$ cat src/rtl/core/fbc_ram.sv
// generic single-port-write, single-port-read ram with registered read data
// depends on nothing
`default_nettype none

module fbc_ram #(
    parameter int WIDTH  = 8,
    parameter int DEPTH  = 4,
    parameter int ADDR_W = (DEPTH > 1) ? $clog2(DEPTH) : 1
) (
    input  wire logic              i_clk,
    input  wire logic              i_we,
    input  wire logic [ADDR_W-1:0] i_waddr,
    input  wire logic [WIDTH-1:0]  i_wdata,
    input  wire logic              i_re,
    input  wire logic [ADDR_W-1:0] i_raddr,
    output logic      [WIDTH-1:0]  o_rdata
);

    logic [WIDTH-1:0] r_mem [DEPTH];
    logic [WIDTH-1:0] r_rdata;

    // write port
    always_ff @(posedge i_clk) begin
        if (i_we) begin
            r_mem[i_waddr] <= i_wdata;
        end
    end

    // registered read port
    always_ff @(posedge i_clk) begin
        if (i_re) begin
            r_rdata <= r_mem[i_raddr];
        end
    end

    assign o_rdata = r_rdata;

endmodule

`default_nettype wire

$ cat config.mk
export PLATFORM = sky130hd
export DESIGN_NAME = fbc_ram
export DESIGN_NICKNAME = d
export VERILOG_FILES = /design/src/rtl/core/fbc_ram.sv
export SDC_FILE = /design/constraint.sdc
export NUM_CORES = 1
export LEC_CHECK = 0
export ABC_CLOCK_PERIOD_IN_PS = 2600
export BUFFER_PORTS_ARGS = -buffer_cell sky130_fd_sc_hd__buf_2
export CAP_MARGIN = 0
export CORE_AREA = 2 2 60 62
export DETAILED_ROUTE_END_ITERATION = 8
export DIE_AREA = 0 0 62 64
export MAX_ROUTING_LAYER = met4
export PLACE_DENSITY = 0.64
export SYNTH_ARGS = -nofsm -noshare
export SYNTH_HDL_FRONTEND = slang
export SYNTH_SLANG_ARGS = --single-unit
$ cat constraint.sdc
create_clock -name i_clk -period 2.6 [get_ports i_clk]
set_input_delay 0 -clock i_clk [delete_from_list [all_inputs] [get_ports i_clk]]
set_output_delay 0 -clock i_clk [all_outputs]
set_load 0.05 [all_outputs]
; ---- After elaboration in Yosys (flattened, before gate mapping)
; Memory sizes are Yosys's and may differ from the RTL's. A register that Yosys moved wholly into a read port is not among the register bits.
; Cells that the tools add are included.
[word_totals]
register_bits = 0
ram_bits = 32
input_bits = 15
out_inout_bits = 8
elab_cells = 3
n_memories = 1
[mem_list]
columns = memory, depth, word_bits, read_ports, rd_ports_with_merged_regs, write_ports, line_no
row1 = r_mem, 4, 8, 1, 1, 1, 19  ; logic [WIDTH-1:0] r_mem [DEPTH];
[classes]
muxes = 2
[op_table]
columns = operator, n
row1 = $mux 1, 2

; ---- Logic depth before layout (Yosys ltp)
; Gate-level depths: netlist (run 1).
[depth]
depth_word = 2
depth_mapped = 2
mapped_depth_nobuf = 1

; ---- Worst setup path before layout (run 1)
; Ideal clock, no wire load.
[synth_path]
path_kind = input to register
from = in i_waddr[0]
to = mem r_mem[0][0] (enable)
setup_time_ns = 0.385
arrival_ns = 0.679
t_required_ns = 2.215
setup_slack_ns = 1.536
path_stages = 1
path_buffers = 0
cell_sequence = nor3b_1
[synth_lines]
columns = item, line_no
row1 = start: declaration, 12  ; input wire logic [ADDR_W-1:0] i_waddr,
row2 = end: declaration, 19
; Straight into the memory's write port.

; ---- Worst setup path in the final report (run 1)
[layout_path]
from = mem r_mem[3][6]
to = reg r_rdata[6], in the netlist o_rdata[6], read port of r_mem, data pin
[layout_lines]
columns = item, line_no
row1 = end: declaration, 20  ; logic [WIDTH-1:0] r_rdata;
; No word-level cell between the ends.

==> flow_metrics.py, run 1 <==
metrics = {
    "timing": {
        "setup_viol": 0,
        "hold_slack_ps": 19.29,
        "fin_tns_setup_ps": 0,
        "rsz0062_at_grt": "false",
        "finalWorstSetupSlack_ps": 1475,
        "min_period_ps": 1125,
        "skew_ps": 7.433,
        "final_hold_viol_count": 0,
        "max_slew.worst_pin.slew_ps": 452.2,
        "relSlewSlack": 0.6986,
        "post-route-period-util": 0.4327,
        "slew_viol_final": 0,
        "max_freq_mhz": 889.0,
    },
    "clock_tree": {
        "postCtsSetupBuffers": 0,
        "insertion_delay_ps": 330,
        "numCtsBuffers": 5,
        "h-tree-depth": 2,
        "root_buffer": "clkbuf_4",
        "cts.sinks": 40,
        "clock_path_buffers": 2,
        "path_clk_slew_ps": 110,
        "cts_tree": "built",
    },
    "setup_path": {
        "critPathMaxFanout": 1,
        "crit_family": "multiplexers",
        "cp.buffers_inverters": 0,
        "worstPathCellList": "mux4_2",
        "crit_arrival_ps": 1210,
        "required_ps": 2680,
        "endpoint_kind": "register",
        "max_stage_delay_ps": 480,
        "critPathLaunchType": "register",
        "path_class": "register to register",
        "crit_slowest_cell": "mux4_2",
    },
    "route": {
        "dr.pass1.iters": 4,
        "vias": 654,
        "vias_per_cell": 4.774,
        "dr.first_iter.drc_count": 37,
        "drc": 0,
        "wirelength_um": 2222,
        "avgRoutedWirePerCell_um": 16.22,
        "ant_nets": 0,
    },
    "layout": {
        "instances_no_fill": 137,
        "stdcell_area_um2": 1717,
        "area_growth_pct": 20.14,
        "nFillCells": 258,
        "drive_above_1_share": 0.3956,
        "utilization": 0.5227,
        "n_antenna_cell": 0,
        "nets": 105,
    },
    "grt": {
        "grt_pass1_vias": 728,
        "antenna_found_initial": 0,
        "grt_max_degree": 12,
        "grt_pass1_wl_um": 3498,
        "track_usage": 0.1370,
        "grt.overflow.total": 0,
    },
    "place": {
        "placed_cells": 121,
        "gp_congestion": 0.7002,
        "dpl_cell_area_um2": 1588,
        "pre_cts_ws_ps": 1475,
        "numPortBuffers": 22,
    },
    "logic_synthesis": {
        "ys_seq_area_frac": 0.8406,
        "synth.distinct_cells": 7,
        "syn_avg_cell_area_um2": 26.46,
        "synth-seq-cells": 40,
        "synth_area_um2": 1429,
        "syn_nets": 69,
        "yosysWarnings": 0,
        "synthCells": 54,
    },
    "power": {
        "power_density_nw_per_um2": 669.3,
        "p_leak_nw": 0.5964,
        "ir_drop_mv": 0.3593,
        "power.total_mw": 1.149,
    },
    "floorplan": {
        "initial_utilization": 0.4350,
        "ioPinCount": 23,
        "dieArea_um2": 3968,
        "core_um2": 3284,
        "num_rows": 21,
        "die_w_um": 62,
        "die_h_um": 64,
    },
    "run": {
        "maxCapViolCount": 0,
    },
    "outcome": {
        "outcome": "complete, no violations",
    },
    "hold_path": {
        "min_path_type": "input pin to register",
    },
}
==> routing by layer <==
layer,wire [µm],vias up,track usage
li1,-,304,-
met1,933,324,0.1599
met2,1139,21,0.2070
met3,107,5,0.04453
met4,42,0,0.07181
met5,0,-,-
==> placed cells by master (no fill, tap or decap) <==
cell type	Yosys	layout
nor3b_1	1	1
buf_4	0	1
buf_2	0	22
dlygate4sd3_1	0	8
clkbuf_4	0	5
and3b_1	2	2
clkbuf_1	0	2
mux4_2	8	8
edfxtp_1	40	40
clkinv_1	0	1
and3_1	1	1
==> sequential cells by signal, indices dropped and copies added (netlist names) <==
name and cells:
o_rdata 8, r_mem 32
==> where the power goes <==
part | switching [mW] | internal, mW | total (mW) | leakage, nW
Clock | 0.180 | 0.104 | 0.284 | 0.0269
Sequential | 0.00769 | 0.748 | 0.756 | 0.372
Combinational | 0.0666 | 0.0420 | 0.109 | 0.197
Total | 0.254 | 0.895 | 1.15 | 0.596
==> cell families after synthesis <==
logic type / share of synthesized area
buf+inv: 0.01138
flops: 0.8406
mux: 0.1261
simple gates: 0.02190
==> path summary, 6_finish.rpt <==
path | from | to | slack (ps) | cells after the start
worst max-delay path | r_mem[3][6] | o_rdata[6] | 1480 | 1
worst min-delay path | i_re | o_rdata[6] | 20 | 1
worst max register to register | r_mem[3][6] | o_rdata[6] | 1480 | 1
worst min register to register | r_mem[3][0] | o_rdata[0] | 640 | 1
==> cell usage after synthesis, drive strengths merged <==
library cell,number,area share
mux4,8,0.13
nor3b,1,0.0053
buf,1,0.0079
clkbuf,1,0.0035
edfxtp,40,0.84
and3,1,0.0044
and3b,2,0.012
==> repair_timing <==
| action | in CTS | in global routing |
|---|---|---|
| endpoints found under the hold margin | 32 | 0 |
| resized for setup | 0 | 0 |
| hold buffers | 8 | 0 |
==> cell type report <==
cell class / instances / area [µm²] / area share
clock buffers: 7 / 45.04 / 0.02624
clock inverters: 1 / 3.754 / 0.002187
multi-input cells: 12 / 211.5 / 0.1232
flip-flops and latches: 40 / 1201 / 0.6997
well taps: 46 / 57.56 / 0.03353
repair buffers: 31 / 197.7 / 0.1152
(Power assumes the default switching activity.)
==> run 2, diff against run 1 <==
ABC_CLOCK_PERIOD_IN_PS = 1000   (was 2600)
PLACE_DENSITY = 0.66   (was 0.64)
clock period = 1 ns   (was 2.6 ns; I/O delays follow)
==> flow_metrics.py, run 2 (synthesis results as in run 1) <==
metrics = {
    "outcome": {
        "outcome": "finished with violations",
        "violations": "negative setup slack",
    },
    "power": {
        "power_density_nw_per_um2": 1801,
        "p_leak_nw": 0.6514,
        "ir_drop_mv": 0.8907,
    },
    "route": {
        "dr.pass1.iters": 4,
        "drc": 0,
        "ant_nets": 0,
        "dr.first_iter.drc_count": 27,
        "vias_per_cell": 4.881,
        "avgRoutedWirePerCell_um": 16.24,
        "wirelength_um": 2323,
        "vias": 698,
    },
    "timing": {
        "relSlewSlack": 0.8332,
        "rsz0062_at_grt": "true",
        "slew_viol_final": 0,
        "final_hold_viol_count": 0,
        "max_slew.worst_pin.slew_ps": 251.9,
        "finalWorstSetupSlack_ps": -131.5,
        "post-route-period-util": 1.131,
        "hold_slack_ps": 15.60,
        "skew_ps": 13.76,
        "setup_viol": 8,
        "max_freq_mhz": 883.8,
        "min_period_ps": 1131,
    },
    "clock_tree": {
        "insertion_delay_ps": 340,
        "root_buffer": "clkbuf_4",
        "numCtsBuffers": 5,
        "cts.sinks": 40,
        "h-tree-depth": 2,
        "cts_tree": "built",
        "clock_path_buffers": 2,
        "path_clk_slew_ps": 120,
    },
    "layout": {
        "instances_no_fill": 143,
        "mostFrequentLayoutCell": "edfxtp_1",
        "utilization": 0.5543,
        "largest_register": "r_mem",
        "n_antenna_cell": 0,
        "largest_reg_flops": 32,
        "drive_above_1_share": 0.4536,
        "nFillCells": 250,
        "nets": 111,
        "mostFrequentLayoutCells": "edfxtp_1 (40), buf_2 (21), mux4_2 (8), dlygate4sd3_1 (8), buf_4 (6)",
        "area_growth_pct": 27.41,
    },
    "setup_path": {
        "worstPathCellList": "mux4_2",
        "crit_arrival_ps": 1230,
        "max_stage_delay_ps": 480,
        "path_class": "register to register",
        "endpoint_kind": "register",
        "required_ps": 1100,
        "crit_family": "multiplexers",
        "critPathMaxFanout": 1,
        "cp.buffers_inverters": 0,
        "crit_slowest_cell": "mux4_2",
        "critPathLaunchType": "register",
    },
    "grt": {
        "track_usage": 0.1442,
        "grt.overflow.total": 0,
        "grt_max_degree": 13,
        "grt_pass1_wl_um": 3684,
        "antenna_found_initial": 0,
        "grt_pass1_vias": 781,
    },
    "place": {
        "numPortBuffers": 22,
        "placed_cells": 127,
        "gp_congestion": 0.6648,
        "dp_hpwl_um": 1575,
        "pre_cts_ws_ps": -113.4,
    },
    "floorplan": {
        "num_rows": 21,
        "dieArea_um2": 3968,
        "die_w_um": 62,
        "core_um2": 3284,
        "initial_utilization": 0.4350,
        "die_h_um": 64,
        "ioPinCount": 23,
    },
    "run": {
        "maxCapViolCount": 0,
    },
    "hold_path": {
        "min_path_type": "input pin to register",
    },
}
==> run 2: cell types whose count changed in the layout (fill, tap and decap cells not counted) <==
cell / previous run / this run
clkbuf_1: 2 / 0
bufinv_16: 0 / 1
nor3b_1: 1 / 0
buf_12: 0 / 2
nor3b_2: 0 / 1
clkinv_1: 1 / 2
buf_4: 1 / 6
buf_2: 22 / 21
==> run 2: power breakdown <==
group,switching (mW),internal (mW)
logic,0.179,0.133
clock network,0.489,0.511
registers,0.0206,1.95
total,0.689,2.59
==> run 2: layout make-up <==
type,count,area [µm²],area share
repair buffers,37,270.3,0.1485
well taps,46,57.56,0.03162
clock buffers,5,37.54,0.02062
flip-flops and latches,40,1201,0.6598
multi-input cells,12,216.5,0.1189
clock inverters,3,37.54,0.02062
==> run 2: worst paths after layout <==
check / start / to / slack [ps] / cells past startpoint
min: i_re / o_rdata[5] / 20 / 1
min reg2reg: r_mem[1][0] / o_rdata[0] / 650 / 1
max: r_mem[3][4] / o_rdata[4] / -130 / 1
max reg2reg: r_mem[3][4] / o_rdata[4] / -130 / 1
==> run 2: metrics by stage <==
stage               power, mW  setup TNS, ps  instance area (µm²)
floorplan               2.176         -374.0                 1434
global placement        2.284         -435.2                 1663
detailed placement      2.300         -761.3                 1663
CTS                     3.303         -832.0                 1818
global route            3.404         -953.3                 1821
finish                  3.278         -776.0                 1821
==> run 2: timing repair <==
item,CTS,global route
hold endpoints to repair,32,0
hold buffers,8,0
setup buffers,0,0
resized for setup,0,2
setup endpoints to repair,8,9
cloned,0,0
==> run 2: routing by layer <==
metal,GRT usage,vias up,routed length (µm)
li1,-,316,-
met1,0.1722,354,937
met2,0.2148,24,1204
met3,0.04251,4,153
met4,0.07979,0,28
met5,-,-,0
==> run 3, diff against run 2 <==
--- a/constraint.sdc
+++ b/constraint.sdc
@@ -3,2 +3,2 @@
 set_output_delay 0 -clock i_clk [all_outputs]
-set_load 0.05 [all_outputs]
+set_load 0.01 [all_outputs]
==> flow_metrics.py, run 3 (synthesis results as in run 1) <==
metrics = {
    "setup_path": {
        "path_class": "register to register",
        "endpoint_kind": "register",
        "cp.buffers_inverters": 0,
        "crit_family": "multiplexers",
        "worstPathCellList": "mux4_2",
        "critPathMaxFanout": 1,
        "crit_arrival_ps": 1230,
        "critPathLaunchType": "register",
        "required_ps": 1100,
        "max_stage_delay_ps": 480,
        "crit_slowest_cell": "mux4_2",
    },
    "floorplan": {
        "initial_utilization": 0.4350,
        "die_w_um": 62,
        "ioPinCount": 23,
        "dieArea_um2": 3968,
        "num_rows": 21,
        "core_um2": 3284,
        "die_h_um": 64,
    },
    "route": {
        "wirelength_um": 2324,
        "vias_per_cell": 4.881,
        "avgRoutedWirePerCell_um": 16.25,
        "dr.pass1.iters": 4,
        "vias": 698,
        "ant_nets": 0,
        "dr.first_iter.drc_count": 27,
        "drc": 0,
    },
    "grt": {
        "grtUsageMet3": 0.04251,
        "antenna_found_initial": 0,
        "grt.overflow.total": 0,
        "grt_max_degree": 13,
        "grt_util_met1": 0.1722,
        "grt_pass1_wl_um": 3684,
        "grtUsageMet2": 0.2148,
        "track_usage": 0.1442,
        "grt_pass1_vias": 781,
        "busiest_layer": "met2",
    },
    "clock_tree": {
        "path_clk_slew_ps": 120,
        "insertion_delay_ps": 340,
        "cts.sinks": 40,
        "cts.repair.resized": 0,
        "numCtsBuffers": 5,
        "h-tree-depth": 2,
        "root_buffer": "clkbuf_4",
        "cts_tree": "built",
        "postCtsSetupBuffers": 0,
        "clock_path_buffers": 2,
    },
    "layout": {
        "n_antenna_cell": 0,
        "largest_reg_flops": 32,
        "instances_no_fill": 143,
        "drive_above_1_share": 0.4536,
        "mostFrequentLayoutCells": "edfxtp_1 (40), buf_2 (22), mux4_2 (8), dlygate4sd3_1 (8)",
        "mostFrequentLayoutCell": "edfxtp_1",
        "nets": 111,
        "largest_register": "r_mem",
        "area_growth_pct": 27.23,
    },
    "place": {
        "dp_hpwl_um": 1575,
        "placed_cells": 127,
        "numPortBuffers": 22,
        "gp_congestion": 0.6648,
        "pre_cts_ws_ps": -113.4,
    },
    "power": {
        "p_switching_uw": 614.1,
        "p_int_mw": 2.587,
        "p_comb_frac": 0.074,
        "ir_drop_mv": 0.8890,
        "switching_share": 0.1918,
        "p_leak_nw": 0.6505,
        "p_seq_frac": 0.614,
        "power_density_nw_per_um2": 1761,
        "clkPwrFrac": 0.312,
    },
    "timing": {
        "final_hold_viol_count": 0,
        "max_freq_mhz": 883.8,
        "skew_ps": 13.76,
        "rsz0062_at_grt": "true",
        "hold_slack_ps": 15.60,
        "max_slew.worst_pin.slew_ps": 220.8,
        "post-route-period-util": 1.131,
        "setup_viol": 8,
        "fin_tns_setup_ps": -776.0,
        "finalWorstSetupSlack_ps": -131.5,
        "min_period_ps": 1131,
        "relSlewSlack": 0.8528,
        "slew_viol_final": 0,
    },
    "hold_path": {
        "min_path_type": "input pin to register",
    },
    "outcome": {
        "violations": "negative setup slack",
        "outcome": "finished with violations",
    },
    "run": {
        "maxCapViolCount": 0,
    },
}
==> run 3: worst paths after layout <==
| path | from | to | slack [ps] | cells after the start |
|---|---|---|---|---|
| hold reg to reg | r_mem[1][0] | o_rdata[0] | 650 | 1 |
| hold / removal | i_re | o_rdata[5] | 20 | 1 |
| setup reg to reg | r_mem[3][4] | o_rdata[4] | -130 | 1 |
| setup / recovery | r_mem[3][4] | o_rdata[4] | -130 | 1 |
==> run 3: area by class of cell <==
cell class              count  area [µm²]
repair buffers             37       267.8
clock inverters             3       37.54
well taps                  46       57.56
flip-flops and latches     40        1201
multi-input cells          12       216.5
fillers                   251        1466
clock buffers               5       37.54
==> run 3: per-stage QoR <==
step / utilization / total power, mW / instance area (µm²)
floorplan: - / 2.101 / 1434
global placement: 0.5063 / 2.209 / 1663
detailed placement: 0.5063 / 2.225 / 1663
CTS: 0.5535 / 3.228 / 1818
global route: 0.5535 / 3.328 / 1818
finish: 0.5535 / 3.202 / 1818
==> run 3: metal layers <==
layer  vias to the layer above  part of all wire
met2                        24              0.52
met1                       354              0.40
met5                         -                 0
met4                         0             0.012
li1                        316                 -
met3                         4             0.066
==> run 3: timing repair <==
action,in CTS,in global routing
hold buffers,8,0
endpoints found under the hold margin,32,0
pin swaps,0,0
endpoints found under the setup margin,8,8
==> run 3: power by group through the flow <==
stage,sequential (mW),clock [mW],combinational [mW]
finish,1.97,0.999,0.236
CTS,1.97,1.02,0.243
floorplan,2.01,0,0.0871
global route,1.98,1.09,0.261
global placement,2.00,0,0.210
detailed placement,2.01,0,0.219
